--- src/srsg_pkg.sv ---
// ----------------------------------------------------------------------------
// srsg_pkg: shared types and constants
// Register indexes, field widths, stage records and the size clamp used by
// the counter and position logic of the serpentine scan generator.
// ----------------------------------------------------------------------------
package srsg_pkg;

  localparam int MAX_STEPS = 1024;
  localparam int SIZE_W    = 11;              // columns_per_row / rows_per_frame
  localparam int CNT_W     = $clog2(MAX_STEPS);
  localparam int POS_W     = 16;
  localparam int SAMPLE_W  = 10;
  localparam int STEP_W    = 8;
  localparam int LASER_W   = 8;
  localparam int CFG_IDX_W = 3;
  localparam int CFG_DAT_W = 16;

  localparam logic [CFG_IDX_W-1:0] REG_COLUMNS_PER_ROW = 3'd0;
  localparam logic [CFG_IDX_W-1:0] REG_ROWS_PER_FRAME  = 3'd1;
  localparam logic [CFG_IDX_W-1:0] REG_X_CENTER        = 3'd2;
  localparam logic [CFG_IDX_W-1:0] REG_Y_CENTER        = 3'd3;
  localparam logic [CFG_IDX_W-1:0] REG_STEP_SIZE       = 3'd4;
  localparam logic [CFG_IDX_W-1:0] REG_SCAN_ENABLE     = 3'd5;
  localparam logic [CFG_IDX_W-1:0] REG_LASER_CHOICE    = 3'd6;

  localparam logic [LASER_W-1:0] LASER_MAX_CODE = 8'd3;

  // one step as captured at the input register
  typedef struct packed {
    logic [SAMPLE_W-1:0] sample;
    logic [CNT_W-1:0]    col;
    logic                row_odd;   // row parity before the step
    logic                last;      // last column of the row
    logic [CNT_W-1:0]    row;       // row index after the step
  } step_t;

  // one finished result
  typedef struct packed {
    logic [POS_W-1:0]    x_position;
    logic                x_drive_valid;
    logic [1:0]          laser_drive;
    logic [SAMPLE_W-1:0] sample_out;
    logic [CNT_W-1:0]    column;
    logic                row_end;
    logic [POS_W-1:0]    y_position;
    logic                y_drive_valid;
    logic [CNT_W-1:0]    row;
  } result_t;

  // zero acts as one, anything above MAX_STEPS saturates
  function automatic logic [SIZE_W-1:0] eff_size(input logic [SIZE_W-1:0] v);
    logic [SIZE_W-1:0] r;
    if (v == '0) begin
      r = SIZE_W'(1);
    end else if (v > SIZE_W'(MAX_STEPS)) begin
      r = SIZE_W'(MAX_STEPS);
    end else begin
      r = v;
    end
    return r;
  endfunction

endpackage

--- src/srsg_counter.sv ---
// ----------------------------------------------------------------------------
// srsg_counter: column and row counters
// Holds the scan position, advances it per accepted step and builds the
// record that goes into the input register.
// ----------------------------------------------------------------------------
module srsg_counter (
  input  logic                                clk,
  input  logic                                rst_n,
  input  logic                                clear,
  input  logic                                advance,
  input  logic [srsg_pkg::SIZE_W-1:0]         cols,
  input  logic [srsg_pkg::SIZE_W-1:0]         rows,
  input  logic [srsg_pkg::SAMPLE_W-1:0]       sample,
  output srsg_pkg::step_t                     step
);

  logic [srsg_pkg::CNT_W-1:0] col_r, col_nxt;
  logic [srsg_pkg::CNT_W-1:0] row_r, row_nxt;
  logic [srsg_pkg::SIZE_W-1:0] col_inc, row_inc;
  logic                        last;
  logic [srsg_pkg::CNT_W-1:0]  row_wrap;

  assign col_inc  = srsg_pkg::SIZE_W'(col_r) + srsg_pkg::SIZE_W'(1);
  assign row_inc  = srsg_pkg::SIZE_W'(row_r) + srsg_pkg::SIZE_W'(1);
  assign last     = (col_inc >= cols);
  assign row_wrap = (row_inc >= rows) ? '0 : row_inc[srsg_pkg::CNT_W-1:0];

  always_comb begin
    col_nxt = col_r;
    row_nxt = row_r;
    if (clear) begin
      col_nxt = '0;
      row_nxt = '0;
    end else if (advance) begin
      if (last) begin
        col_nxt = '0;
        row_nxt = row_wrap;
      end else begin
        col_nxt = col_inc[srsg_pkg::CNT_W-1:0];
      end
    end
  end

  always_ff @(posedge clk) begin
    if (!rst_n) begin
      col_r <= '0;
      row_r <= '0;
    end else begin
      col_r <= col_nxt;
      row_r <= row_nxt;
    end
  end

  always_comb begin
    step.sample  = sample;
    step.col     = col_r;
    step.row_odd = row_r[0];
    step.last    = last;
    step.row     = last ? row_wrap : row_r;
  end

endmodule

--- src/srsg_calc.sv ---
// ----------------------------------------------------------------------------
// srsg_calc: drive position and laser select
// Turns a registered step into x/y drive values and the laser code.
// ----------------------------------------------------------------------------
module srsg_calc (
  input  srsg_pkg::step_t                     step,
  input  logic [srsg_pkg::SIZE_W-1:0]         cols,
  input  logic [srsg_pkg::SIZE_W-1:0]         rows,
  input  logic [srsg_pkg::POS_W-1:0]          x_center,
  input  logic [srsg_pkg::POS_W-1:0]          y_center,
  input  logic [srsg_pkg::STEP_W-1:0]         step_size,
  input  logic                                scan_enable,
  input  logic [srsg_pkg::LASER_W-1:0]        laser_choice,
  output srsg_pkg::result_t                   res
);

  localparam int PROD_W = srsg_pkg::POS_W + srsg_pkg::STEP_W;

  // (idx - half) * step, modulo 2^16
  function automatic logic [srsg_pkg::POS_W-1:0] offset_of(
    input logic [srsg_pkg::CNT_W-1:0]  idx,
    input logic [srsg_pkg::SIZE_W-2:0] half,
    input logic [srsg_pkg::STEP_W-1:0] stp
  );
    logic [srsg_pkg::POS_W-1:0] d;
    logic [PROD_W-1:0]          p;
    d = srsg_pkg::POS_W'(idx) - srsg_pkg::POS_W'(half);
    p = PROD_W'(d) * PROD_W'(stp);
    return p[srsg_pkg::POS_W-1:0];
  endfunction

  logic [srsg_pkg::POS_W-1:0] x_off, y_off;

  assign x_off = offset_of(step.col, cols[srsg_pkg::SIZE_W-1:1], step_size);
  assign y_off = offset_of(step.row, rows[srsg_pkg::SIZE_W-1:1], step_size);

  always_comb begin
    res.x_position    = step.row_odd ? (x_center - x_off) : (x_center + x_off);
    res.x_drive_valid = scan_enable;
    // laser only in the upper half of each group of eight columns
    if (step.col[2] && (laser_choice <= srsg_pkg::LASER_MAX_CODE)) begin
      res.laser_drive = laser_choice[1:0];
    end else begin
      res.laser_drive = 2'd0;
    end
    res.sample_out    = step.sample;
    res.column        = step.col;
    res.row_end       = step.last;
    res.y_position    = step.last ? (y_center + y_off) : '0;
    res.y_drive_valid = step.last & scan_enable;
    res.row           = step.row;
  end

endmodule

--- src/serpentine_raster_scan_generator_core.sv ---
// ----------------------------------------------------------------------------
// serpentine_raster_scan_generator_core: serpentine scan position generator
// Per x-step tick, emits scanner drive positions, laser select and the echoed
// photodiode sample while walking a back-and-forth raster.
// ----------------------------------------------------------------------------
// Usage:
//   Input channel (in_valid / in_stall / in_sample): one request per x step,
//   carrying the photodiode reading for that step.
//   Result channel (out_valid / out_stall / out_*): one request per input, in
//   order: x drive, laser select, sample echo, column, row-end flag, y drive, row.
//   Config port (cfg_we / cfg_index / cfg_wdata): write-only, only while idle;
//   a write to columns_per_row or rows_per_frame restarts at column 0, row 0.
//   Pipeline: a taken request passes the input register, then the result
//   register, before it shows on the result port.
//   Throughput: one request per cycle while the receiver does not stall; the
//   two-register pipeline sets this, with one multiply-add per axis between them.
//   Reset: counters go to zero, registers to their defaults, pipeline empty.
//   Receiver stall: the result holds; one more request is taken into the
//   input register, after which in_stall rises until the result drains.
// ----------------------------------------------------------------------------
module serpentine_raster_scan_generator_core (
  input  logic                                clk,
  input  logic                                rst_n,
  // config
  input  logic                                cfg_we,
  input  logic [srsg_pkg::CFG_IDX_W-1:0]      cfg_index,
  input  logic [srsg_pkg::CFG_DAT_W-1:0]      cfg_wdata,
  // input channel
  input  logic                                in_valid,
  output logic                                in_stall,
  input  logic [srsg_pkg::SAMPLE_W-1:0]       in_sample,
  // result channel
  output logic                                out_valid,
  input  logic                                out_stall,
  output logic [srsg_pkg::POS_W-1:0]          out_x_position,
  output logic                                out_x_drive_valid,
  output logic [1:0]                          out_laser_drive,
  output logic [srsg_pkg::SAMPLE_W-1:0]       out_sample_out,
  output logic [srsg_pkg::CNT_W-1:0]          out_column,
  output logic                                out_row_end,
  output logic [srsg_pkg::POS_W-1:0]          out_y_position,
  output logic                                out_y_drive_valid,
  output logic [srsg_pkg::CNT_W-1:0]          out_row
);

  // ---------------- config registers ----------------
  logic [srsg_pkg::SIZE_W-1:0]  columns_per_row_r;
  logic [srsg_pkg::SIZE_W-1:0]  rows_per_frame_r;
  logic [srsg_pkg::POS_W-1:0]   x_center_r;
  logic [srsg_pkg::POS_W-1:0]   y_center_r;
  logic [srsg_pkg::STEP_W-1:0]  step_size_r;
  logic                         scan_enable_r;
  logic [srsg_pkg::LASER_W-1:0] laser_choice_r;

  logic size_write;   // any write to a size register restarts the scan

  assign size_write = cfg_we && ((cfg_index == srsg_pkg::REG_COLUMNS_PER_ROW) ||
                                 (cfg_index == srsg_pkg::REG_ROWS_PER_FRAME));

  always_ff @(posedge clk) begin
    if (!rst_n) begin
      columns_per_row_r <= srsg_pkg::SIZE_W'(216);
      rows_per_frame_r  <= srsg_pkg::SIZE_W'(216);
      x_center_r        <= srsg_pkg::POS_W'(2170);
      y_center_r        <= srsg_pkg::POS_W'(2050);
      step_size_r       <= srsg_pkg::STEP_W'(8);
      scan_enable_r     <= 1'b0;
      laser_choice_r    <= '0;
    end else if (cfg_we) begin
      case (cfg_index)
        srsg_pkg::REG_COLUMNS_PER_ROW: begin
          columns_per_row_r <= cfg_wdata[srsg_pkg::SIZE_W-1:0];
        end
        srsg_pkg::REG_ROWS_PER_FRAME: begin
          rows_per_frame_r <= cfg_wdata[srsg_pkg::SIZE_W-1:0];
        end
        srsg_pkg::REG_X_CENTER: begin
          x_center_r <= cfg_wdata;
        end
        srsg_pkg::REG_Y_CENTER: begin
          y_center_r <= cfg_wdata;
        end
        srsg_pkg::REG_STEP_SIZE: begin
          step_size_r <= cfg_wdata[srsg_pkg::STEP_W-1:0];
        end
        srsg_pkg::REG_SCAN_ENABLE: begin
          scan_enable_r <= cfg_wdata[0];
        end
        srsg_pkg::REG_LASER_CHOICE: begin
          laser_choice_r <= cfg_wdata[srsg_pkg::LASER_W-1:0];
        end
        default: begin
        end
      endcase
    end
  end

  // clamped sizes: zero acts as one, large values saturate
  logic [srsg_pkg::SIZE_W-1:0] cols_eff, rows_eff;
  assign cols_eff = srsg_pkg::eff_size(columns_per_row_r);
  assign rows_eff = srsg_pkg::eff_size(rows_per_frame_r);

  // ---------------- handshake ----------------
  logic s1_valid_r, s1_valid_nxt;
  logic out_valid_r, out_valid_nxt;
  logic s2_take;      // result register free or draining this cycle
  logic s1_adv;       // input register moves into the result register
  logic in_accept;

  assign s2_take   = !out_valid_r || !out_stall;
  assign s1_adv    = s1_valid_r && s2_take;
  assign in_stall  = s1_valid_r && !s2_take;
  assign in_accept = in_valid && !in_stall;

  // ---------------- counters / input register ----------------
  srsg_pkg::step_t step_in;
  srsg_pkg::step_t s1_r;

  srsg_counter u_counter (
    .clk     (clk),
    .rst_n   (rst_n),
    .clear   (size_write),
    .advance (in_accept),
    .cols    (cols_eff),
    .rows    (rows_eff),
    .sample  (in_sample),
    .step    (step_in)
  );

  always_comb begin
    s1_valid_nxt = s1_valid_r;
    if (in_accept) begin
      s1_valid_nxt = 1'b1;
    end else if (s1_adv) begin
      s1_valid_nxt = 1'b0;
    end
  end

  always_ff @(posedge clk) begin
    if (in_accept) begin
      s1_r <= step_in;
    end
  end

  // ---------------- position math / result register ----------------
  srsg_pkg::result_t res;
  srsg_pkg::result_t out_r;

  srsg_calc u_calc (
    .step         (s1_r),
    .cols         (cols_eff),
    .rows         (rows_eff),
    .x_center     (x_center_r),
    .y_center     (y_center_r),
    .step_size    (step_size_r),
    .scan_enable  (scan_enable_r),
    .laser_choice (laser_choice_r),
    .res          (res)
  );

  always_comb begin
    out_valid_nxt = out_valid_r;
    if (s1_adv) begin
      out_valid_nxt = 1'b1;
    end else if (!out_stall) begin
      out_valid_nxt = 1'b0;
    end
  end

  always_ff @(posedge clk) begin
    if (s1_adv) begin
      out_r <= res;
    end
  end

  always_ff @(posedge clk) begin
    if (!rst_n) begin
      s1_valid_r  <= 1'b0;
      out_valid_r <= 1'b0;
    end else begin
      s1_valid_r  <= s1_valid_nxt;
      out_valid_r <= out_valid_nxt;
    end
  end

  assign out_valid         = out_valid_r;
  assign out_x_position    = out_r.x_position;
  assign out_x_drive_valid = out_r.x_drive_valid;
  assign out_laser_drive   = out_r.laser_drive;
  assign out_sample_out    = out_r.sample_out;
  assign out_column        = out_r.column;
  assign out_row_end       = out_r.row_end;
  assign out_y_position    = out_r.y_position;
  assign out_y_drive_valid = out_r.y_drive_valid;
  assign out_row           = out_r.row;

endmodule

--- config.mk ---
export PLATFORM = sky130hd
export DESIGN_NAME = serpentine_raster_scan_generator_core
export DESIGN_NICKNAME = d
export VERILOG_FILES = /design/src/srsg_pkg.sv /design/src/srsg_counter.sv /design/src/srsg_calc.sv /design/src/serpentine_raster_scan_generator_core.sv
export SDC_FILE = /design/constraint.sdc
export NUM_CORES = 1
export LEC_CHECK = 0
export ABC_AREA = 1
export BUFFER_PORTS_ARGS = -buffer_cell sky130_fd_sc_hd__buf_2
export CORE_UTILIZATION = 55
export CTS_BUF_LIST = sky130_fd_sc_hd__clkbuf_8 sky130_fd_sc_hd__clkbuf_16
export DETAILED_ROUTE_END_ITERATION = 8
export PLACE_DENSITY = 0.76
export SKIP_LAST_GASP = 1
export SLEW_MARGIN = 25
export SYNTH_ARGS = -nofsm -noshare
export SYNTH_HDL_FRONTEND = slang
export SYNTH_SLANG_ARGS = --single-unit
--- constraint.sdc ---
create_clock -name clk -period 7.2 [get_ports clk]
set_clock_uncertainty 0.1 [all_clocks]
set_input_delay 0.36 -clock clk [delete_from_list [all_inputs] [get_ports clk]]
set_output_delay 0.36 -clock clk [all_outputs]
set_load 0.01 [all_outputs]
==> flow_metrics.tcl, run 1 <==
set metrics [dict create \
    p_leak_nw 9.159 \
    yosysMostFrequentCell "inv_1" \
    max_stage_delay_ns 0.54 \
    dr.pass1.iters 6 \
    cts_tree "done" \
    synth_area_um2 15470 \
    port_buffers 102 \
    grt_pass1_wl_um 68150 \
    required_ns 7.32 \
    die_area_um2 28800 \
    fin_nets 2413 \
    crit_path_end_kind "register" \
    period_minus_slack_ns 7.675 \
    start_kind "register" \
    synth_commonest_cells "inv_1 (365), nand2_1 (322), nor2_1 (218)" \
    gp_congestion 0.9014 \
    max_freq_mhz 130.3 \
    synth_ff_type "edfxtp_1" \
    wl_per_cell_um 17.32 \
    grt_max_degree 72 \
    hold_viol_final 0 \
    synthArstFlopShare_pct 0 \
    clkSinkCount 192 \
    synthCells 1874 \
    drc 0 \
    ys_seq_area_share_pct 31.26 \
    violations "setup timing" \
    slowest_stage "fa_1" \
    power_density_nw_per_um2 246.1 \
    synth-seq-cells 192 \
    dp_hpwl_um 30620 \
    syn_to_final_growth_pct 25.21 \
    arrival_ns 7.79 \
    yosysTopAreaCellShare_pct 19.22 \
    first_global_vias 13940 \
    clockBufferDepth 2 \
    synth_top_area_cell "edfxtp_1" \
    hold-worst-slack_ns 0.1123 \
    die_h_um 169.7 \
    drv_slew 0 \
    setup_viol 7 \
    dpl_worst_slack_ns -0.5340 \
    path_max_fanout 6 \
    peakVddDrop_v 0.0001717 \
    cts_buffers 17 \
    rows 61 \
    fin_cells 2522 \
    dpl.cell_count 2433 \
    first_iter_violations 1271 \
    period_share_pct 106.6 \
    max_slew.worst_pin.slew_ns 1.023 \
    min_path_type "in -> reg" \
    ant_nets 0 \
    worstSetupPathType "reg -> reg" \
    cap_violations 0 \
    drive_above_1_share_pct 25.43 \
    cts_root_buf "clkbuf_16" \
    overflow 0 \
    routed_via_density 5.541 \
    synth-edff-count 99 \
    start_util_pct 55.83 \
    syn-num-nets 2157 \
    rsz0062_at_grt "yes" \
    syn_avg_cell_area_um2 8.254 \
    vias 13970 \
    fp.dieW_um 169.7 \
    status "complete, but fails checks" \
    slew-limit-headroom_pct 31.64 \
    h-tree-depth 4 \
    path_buf_inv 16 \
    wl_um 43680 \
    core_um2 27710 \
    finalWorstSetupSlack_ns -0.4753 \
    clk_pin_slew_worst_paths_ns 0.09 \
    tns_ns -1.719 \
    yosys_warnings 0 \
    pin_count 103 \
    clkLatencyLatePin_ns 0.46 \
    synth.distinct_cells 49 \
    groute.usage.overall_pct 30.49 \
    path_delay_family "adder cells" \
    synth_area_leaders "edfxtp_1 (19%), fa_1 (18%), dfxtp_1 (12%)" \
    antenna_found_initial 0 \
]
==> logic make-up (layout without fill, tap and decap cells) <==
| logic type | after synthesis | in the layout | synth area share, % |
|---|---|---|---|
| and+or+nand+nor | 705 | 705 | 19.71 |
| buffers and inverters | 419 | 688 | 10.18 |
| AOI/OAI and AO/OA | 251 | 251 | 8.615 |
| adders and majority gates | 249 | 249 | 26.79 |
| DFF | 192 | 192 | 31.26 |
| xor gates and xnor gates | 58 | 58 | 3.454 |
| other | 0 | 1 | 0 |
==> routing by layer <==
layer	track usage, %	routed length [µm]	share of wire [%]
met5	0	0	0
met2	52.49	21270	49
met3	4.688	3688	8.4
met1	38.00	16820	38
met4	13.04	1907	4.4
==> cell usage in the layout, fill, tap and decap left out, drive strengths merged, types with 2 or more instances in the layout <==
| cell type | count |
|---|---|
| a21boi | 3 |
| a21o | 2 |
| a21oi | 113 |
| a31oi | 4 |
| buf | 268 |
| clkbuf | 17 |
| clkinv | 13 |
| dfxtp | 93 |
| dlygate4sd3 | 10 |
| edfxtp | 99 |
| fa | 137 |
| ha | 112 |
| inv | 380 |
| nand2 | 342 |
| nand3 | 84 |
| nand3b | 3 |
| nand4 | 19 |
| nor2 | 225 |
| nor3 | 16 |
| nor4 | 7 |
| o21ai | 116 |
| o21bai | 3 |
| o311a | 2 |
| o31ai | 4 |
| or2 | 8 |
| xnor2 | 22 |
| xor2 | 36 |
==> tightest hold or removal path, stage by stage <==
cell	delay [ns]
buf_2	0.15
nand2_1	0.07
nand3_1	0.07
==> metrics by stage <==
step	power [mW]	cell area (µm²)	utilization (%)
floorplan	2.553	15470	-
global route	5.047	19360	69.90
detailed placement	3.222	17230	62.20
finish	4.766	19370	69.90
CTS	4.489	18840	68.02
global placement	3.158	17230	62.20
==> final timing paths <==
path                                                         from  slack [ns]                           end  cells after the start
worst max-delay path            columns_per_row_r[2]$_SDFFE_PN0P_       -0.48  out_x_position[15]$_DFFE_PP_                     43
worst min-delay path                                cfg_wdata[11]        0.11   y_center_r[11]$_SDFFE_PN1P_                      3
worst max register to register  columns_per_row_r[2]$_SDFFE_PN0P_       -0.48  out_x_position[15]$_DFFE_PP_                     43
worst min register to register                 s1_r[25]$_DFFE_PP_        0.33   out_sample_out[3]$_DFFE_PP_                      0
==> where the power goes <==
part           internal [mW]  leakage (nW)  switching [mW]  total, mW
combinational           1.07          7.14            1.40       2.47
sequential              1.27          1.72          0.0376       1.31
clock                  0.480         0.301           0.512      0.991
==> sequential cells by signal, indices dropped and copies added, names as in the netlist, 11 cells and up <==
| name | count |
|---|---|
| columns_per_row_r | 11 |
| y_center_r | 16 |
| rows_per_frame_r | 11 |
| s1_r | 32 |
| out_y_position | 16 |
| out_x_position | 16 |
| x_center_r | 16 |
==> timing repair <==
action | CTS | global route
endpoints found under the hold margin | 10 | 0
resized for setup | 154 | 94
hold buffers | 10 | 0
pin swaps | 91 | 75
setup buffers | 32 | 14
gates cloned | 0 | 0
setup endpoints to repair | 7 | 14
==> area by class of cell <==
cell class                      instances  area (µm²)
Clock buffer                           17       425.4
Sequential cell                       192        4841
Multi-Input combinational cell       1263       10100
Antenna cell                            1       2.502
Fill cell                            1989        8338
Clock inverter                         15       195.2
Inverter                              378        1429
Tap cell                              378       473.0
Timing Repair Buffer                  278        1903
Note: power is estimated with default switching activity, not from simulation.
==> inputs of run 2 (changes only) <==
ABC_AREA = 0   (was 1)
GPL_ROUTABILITY_DRIVEN = 0   (was unset)
==> flow_metrics.tcl, run 2 <==
set metrics [dict create \
    drv_slew 0 \
    power_density_nw_per_um2 190.7 \
    internal-power_mw 2.277 \
    synth_fa_ha_area_share_pct 26.94 \
    core_um2 27180 \
    die_area_um2 28640 \
    arrival_ns 7.25 \
    layout.cells.most_common "nand2_1" \
    pin_count 103 \
    start_util_pct 56.60 \
    synth_area_leaders "edfxtp_1 (19%), fa_1 (18%), dfxtp_1 (12%)" \
    worstReg2RegEnd "out_x_position[15]$_DFFE_PP_" \
    overflow 0 \
    peakVddDrop_v 0.0001322 \
    routed_via_density 5.668 \
    first_global_vias 12270 \
    dpl.cell_count 2119 \
    dr.pass1.iters 5 \
    p_leak_nw 7.888 \
    syn_avg_cell_area_um2 9.489 \
    period_minus_slack_ns 7.142 \
    dpl_worst_slack_ns -0.3725 \
    synth_ff_type "edfxtp_1" \
    hold_depth 2 \
    port_buffers 102 \
    synth-edff-count 99 \
    ys_seq_area_share_pct 31.43 \
    hold_viol_final 0 \
    p_total_mw 3.457 \
    synth_top_family_by_area "adder cells" \
    drc 0 \
    rows 60 \
    synthCells 1621 \
    antenna_found_initial 3 \
    groute.usage.overall_pct 27.79 \
    combPwrFrac_pct 33.1 \
    path_common_cell "fa_1" \
    rsz0062_at_grt "yes" \
    swShare_pct 34.14 \
    clkSinkCount 192 \
    wl_um 38990 \
    use_met1_pct 37.41 \
    crit_path_end_kind "register" \
    synth-seq-cells 192 \
    clockBufferDepth 2 \
    yosysTopAreaCellShare_pct 19.33 \
    synth.distinct_cells 70 \
    max_stage_delay_ns 0.56 \
    cts_tree "done" \
    layout_common_cells "nand2_1 (252), inv_1 (194), fa_1 (134), buf_2 (102), edfxtp_1 (99)" \
    clkLatencyLatePin_ns 0.45 \
    pwr-share-clk_pct 30.6 \
    start_kind "register" \
    path_max_fanout 5 \
    dp_hpwl_um 28070 \
    synthSimpleGateAreaFrac_pct 19.07 \
    status "finished, final reports clean" \
    syn-num-nets 1904 \
    synthArstFlopShare_pct 0 \
    die_h_um 169.2 \
    min_path_type "in -> reg" \
    synth_xor_area_share_pct 5.678 \
    max_freq_mhz 140.0 \
    seqPwrFrac_pct 36.3 \
    setup_viol 0 \
    cts_root_buf "clkbuf_16" \
    required_ns 7.31 \
    max_slew.worst_pin.slew_ns 0.8105 \
    grt_pass1_wl_um 62310 \
    worstSetupPathType "reg -> reg" \
    top_register "s1_r" \
    r2r_start "columns_per_row_r[10]$_SDFFE_PN0P_" \
    vias 12360 \
    r2r_cells 29 \
    cts_buffers 17 \
    h-tree-depth 4 \
    slew-limit-headroom_pct 45.83 \
    largest_reg_flops 32 \
    finalWorstSetupSlack_ns 0.05758 \
    ant_nets 0 \
    period_share_pct 99.20 \
    synth_compound_area_share_pct 10.58 \
    fin_nets 2077 \
    drive_above_1_share_pct 17.60 \
    synth_area_um2 15380 \
    syn_to_final_growth_pct 17.85 \
    yosys_warnings 0 \
    clk_pin_slew_worst_paths_ns 0.09 \
    wl_per_cell_um 17.88 \
    first_iter_violations 1014 \
    yosysMostFrequentCell "nand2_1" \
    synth_top_area_cell "edfxtp_1" \
    fp.dieW_um 169.2 \
    grt_max_degree 76 \
    grt-busiest-layer "met2" \
    synth_commonest_cells "nand2_1 (261), inv_1 (199), fa_1 (137)" \
    grtUsageMet2_pct 45.73 \
    fin_cells 2181 \
    r2r_slack_ns 0.06 \
    switchingPower_mw 1.180 \
    worstHoldEndpoint "s1_valid_r$_SDFFE_PN0P_" \
    slowest_stage "or4_4" \
    grt_use_met3_pct 3.218 \
    cap_violations 0 \
    hp-start "in_valid" \
    synthMuxAreaShare_pct 0.2766 \
]
-- run 2: changes by cell type after synthesis, moves of 55 or more --
cell	before	now
and2_1	0	95
a21oi_1	111	56
inv_1	365	199
o21ai_0	108	19
nor2_1	218	48
nand2_1	322	261
-- run 2: how the worst max path moves through the flow --
| stage | cells after the start | start | to |
|---|---|---|---|
| global route | 30 | columns_per_row_r[1]$_SDFFE_PN0P_ | out_x_position[15]$_DFFE_PP_ |
| finish | 29 | columns_per_row_r[10]$_SDFFE_PN0P_ | out_x_position[15]$_DFFE_PP_ |
| global placement | 30 | columns_per_row_r[1]$_SDFFE_PN0P_ | out_x_position[15]$_DFFE_PP_ |
| floorplan | 30 | columns_per_row_r[1]$_SDFFE_PN0P_ | out_x_position[15]$_DFFE_PP_ |
| CTS | 30 | columns_per_row_r[1]$_SDFFE_PN0P_ | out_x_position[15]$_DFFE_PP_ |
| detailed placement | 30 | columns_per_row_r[1]$_SDFFE_PN0P_ | out_x_position[15]$_DFFE_PP_ |
-- run 2: cell type report --
| class | count | area [µm²] |
|---|---|---|
| diodes | 2 | 5.005 |
| clock buffers | 17 | 425.4 |
| clock inverters | 15 | 212.7 |
| fillers | 2095 | 9047 |
| inverters | 203 | 770.7 |
| multi-input cells | 1182 | 10120 |
| flip-flops and latches | 192 | 4840 |
| well taps | 372 | 465.4 |
| repair buffers | 198 | 1286 |
-- run 2: stage by stage --
step	TNS, ns	utilization (%)	cell area (µm²)	hold slack [ns]
2_1_floorplan	0	-	15440	0.3003
5_1_grt	-0.3898	66.71	18130	0.03933
3_5_place_dp	-0.7891	61.76	16780	0.3052
6_report	0	66.71	18130	0.03229
3_3_place_gp	-0.07187	61.72	16770	0.3009
4_1_cts	-0.01815	65.71	17860	0.02565
-- run 2: layer usage --
| metal | share of wire, % | up-vias | routed length, µm |
|---|---|---|---|
| li1 | - | 5725 | - |
| met1 | 43 | 6026 | 16590 |
| met2 | 47 | 512 | 18460 |
| met3 | 6.2 | 98 | 2435 |
| met4 | 3.9 | 0 | 1504 |
| met5 | 0 | - | 0 |
-- run 2: repair_timing --
| action | 4_1_cts | 5_1_grt |
|---|---|---|
| hold endpoints to repair | 10 | 0 |
| setup endpoints to repair | 4 | 6 |
| cloned | 0 | 0 |
| hold buffers | 10 | 0 |
| pin swaps | 42 | 52 |
| resized for setup | 50 | 45 |
| setup buffers | 8 | 11 |
-- run 2: critical path: cells and delay by family (launching register included) --
family	cells	cell delay [ns]
adders and majority gates	7	2.73
AOI/OAI and AO/OA	6	1.01
buffers and inverters	3	0.20
DFF	1	0.39
and+or+nand+nor	9	1.90
xor gates and xnor gates	4	0.55
-- run 2: power groups by stage --
stage / registers, mW / clock network, mW / logic, mW
final: 1.26 / 1.06 / 1.14
after global routing: 1.26 / 1.10 / 1.27
after CTS: 1.26 / 1.06 / 1.09
after detailed placement: 1.28 / 0 / 1.03
after global placement: 1.28 / 0 / 0.991
after floorplan: 1.30 / 0 / 0.700
-- run 2: logic make-up after synthesis --
| kind of cell | after synthesis |
|---|---|
| buffers and inverters | 247 |
| adders and majority gates | 249 |
| muxes | 4 |
| xor gates and xnor gates | 95 |
| AOI/OAI and AO/OA | 237 |
| DFF | 192 |
| and+or+nand+nor | 597 |
==> inputs of run 3 (changes only) <==
BUFFER_PORTS_ARGS = -buffer_cell sky130_fd_sc_hd__clkbuf_2   (was -buffer_cell sky130_fd_sc_hd__buf_2)
==> flow_metrics.tcl, run 3 (synthesis gave the netlist of run 2 again) <==
set metrics [dict create \
    drc 0 \
    first_global_vias 12050 \
    grt_max_degree 76 \
    setup_viol 0 \
    dr.pass1.iters 6 \
    dp_hpwl_um 28150 \
    p_leak_nw 7.944 \
    clkSinkCount 192 \
    path_delay_family "adder cells" \
    rsz0062_at_grt "yes" \
    period_share_pct 99.91 \
    internal-power_mw 2.293 \
    largest_reg_flops 32 \
    n_fill_cell 2066 \
    top_register "s1_r" \
    combPwrFrac_pct 33.5 \
    start_util_pct 56.60 \
    path_buf_inv 4 \
    pin_count 103 \
    hold_viol_final 0 \
    die_area_um2 28640 \
    clkLatencyLatePin_ns 0.45 \
    start_kind "register" \
    h-tree-depth 4 \
    place_area_um2 16780 \
    clk_pin_slew_worst_paths_ns 0.09 \
    cts_buffers 17 \
    layout.cells.most_common "nand2_1" \
    power_density_nw_per_um2 192.1 \
    path_max_fanout 6 \
    routed_via_density 5.623 \
    syn_to_final_growth_pct 18.17 \
    first_iter_violations 981 \
    grt_pass1_wl_um 61740 \
    antenna_found_initial 3 \
    swShare_pct 34.33 \
    required_ns 7.31 \
    seqPwrFrac_pct 36.0 \
    crit_path_end_kind "register" \
    fin_nets 2080 \
    period_minus_slack_ns 7.194 \
    rows 60 \
    ant_nets 0 \
    vias 12280 \
    cap_violations 0 \
    layout_common_cells "nand2_1 (253), inv_1 (194), fa_1 (135), clkbuf_2 (102), edfxtp_1 (99)" \
    wl_per_cell_um 18.08 \
    clockBufferDepth 2 \
    max_stage_delay_ns 0.56 \
    min_path_type "in -> reg" \
    worstSetupPathType "reg -> reg" \
    cts_tree "done" \
    peakVddDrop_v 0.0001569 \
    pwr-share-clk_pct 30.4 \
    switchingPower_mw 1.199 \
    r2r_slack_ns 0.006 \
    slew-limit-headroom_pct 43.81 \
    stdcell_area_um2 18180 \
    hold-worst-slack_ns 0.02998 \
    die_h_um 169.2 \
    groute.usage.overall_pct 27.66 \
    drive_above_1_share_pct 17.79 \
    wl_um 39490 \
    arrival_ns 7.31 \
    overflow 0 \
    port_buffers 102 \
    max_freq_mhz 139.0 \
    slowest_stage "or4_4" \
    drv_slew 0 \
    max_slew.worst_pin.slew_ns 0.8408 \
    fp.dieW_um 169.2 \
    cts_root_buf "clkbuf_16" \
    core_um2 27180 \
    status "finished, final reports clean" \
]
run 3: cell types whose count changed in the layout (fill, tap and decap cells not counted), sizes merged:
cell / before / now
clkinv: 4 / 8
inv: 212 / 209
buf: 188 / 89
clkbuf: 17 / 119
clkinvlp: 1 / 0
run 3: metrics by stage:
step                power, mW  std cells  setup WS [ns]  utilization (%)  setup TNS (ns)
floorplan               1.995       1621       0.005612                -               0
finish                  3.491       2184       0.006425            66.89               0
CTS                     3.407       2166       -0.01697            65.44        -0.01697
global placement        2.269       2119       -0.07092            61.72        -0.07092
detailed placement      2.304       2119        -0.2629            61.76         -0.6368
global route            3.667       2184        -0.2469            66.89         -0.6401
run 3: power groups by stage:
stage / clock [mW] / sequential (mW) / combinational [mW]
after floorplan: 0 / 1.30 / 0.700
after detailed placement: 0 / 1.28 / 1.02
after global placement: 0 / 1.28 / 0.990
final: 1.06 / 1.26 / 1.17
after CTS: 1.07 / 1.26 / 1.08
after global routing: 1.11 / 1.26 / 1.29
run 3: repair_timing:
action	CTS	global route
endpoints found under the hold margin	10	0
pin swaps	31	45
endpoints found under the setup margin	4	6
buffers inserted	5	16
hold buffers	10	0
resized for setup	39	56
run 3: final timing paths:
check	from	to	cells after the start
worst max-delay path	columns_per_row_r[10]$_SDFFE_PN0P_	out_x_position[15]$_DFFE_PP_	30
worst min-delay path	in_valid	s1_valid_r$_SDFFE_PN0P_	2
worst max register to register	columns_per_row_r[10]$_SDFFE_PN0P_	out_x_position[15]$_DFFE_PP_	30
worst min register to register	s1_r[26]$_DFFE_PP_	out_sample_out[4]$_DFFE_PP_	0
run 3: worst reg2reg max path: cells and delay by family, from the launching register on:
kind | cells | cell delay, ns
AO/OA/AOI/OAI | 10 | 1.79
XOR/XNOR | 4 | 0.47
adder cells (fa/ha/maj) | 7 | 2.67
AND/OR/NAND/NOR | 5 | 1.22
flip-flops | 1 | 0.39
buffers and inverters | 4 | 0.33
run 3: area by class of cell:
| class | count | area, µm² | share of cell area (%) |
|---|---|---|---|
| Antenna cell | 2 | 5.005 | 0.02753 |
| Clock buffer | 17 | 425.4 | 2.340 |
| Clock inverter | 15 | 224.0 | 1.232 |
| Inverter | 203 | 767.0 | 4.219 |
| Multi-Input combinational cell | 1182 | 10150 | 55.86 |
| Sequential cell | 192 | 4840 | 26.62 |
| Tap cell | 372 | 465.4 | 2.561 |
| Timing Repair Buffer | 201 | 1297 | 7.138 |
run 3: layer usage:
| metal | GRT usage (%) | up-vias | share of wire [%] |
|---|---|---|---|
| met5 | 0 | - | 0.023 |
| met4 | 12.26 | 2 | 4.1 |
| met3 | 4.804 | 107 | 7.6 |
| met2 | 44.89 | 543 | 47 |
| met1 | 36.38 | 5908 | 41 |
| li1 | - | 5720 | - |
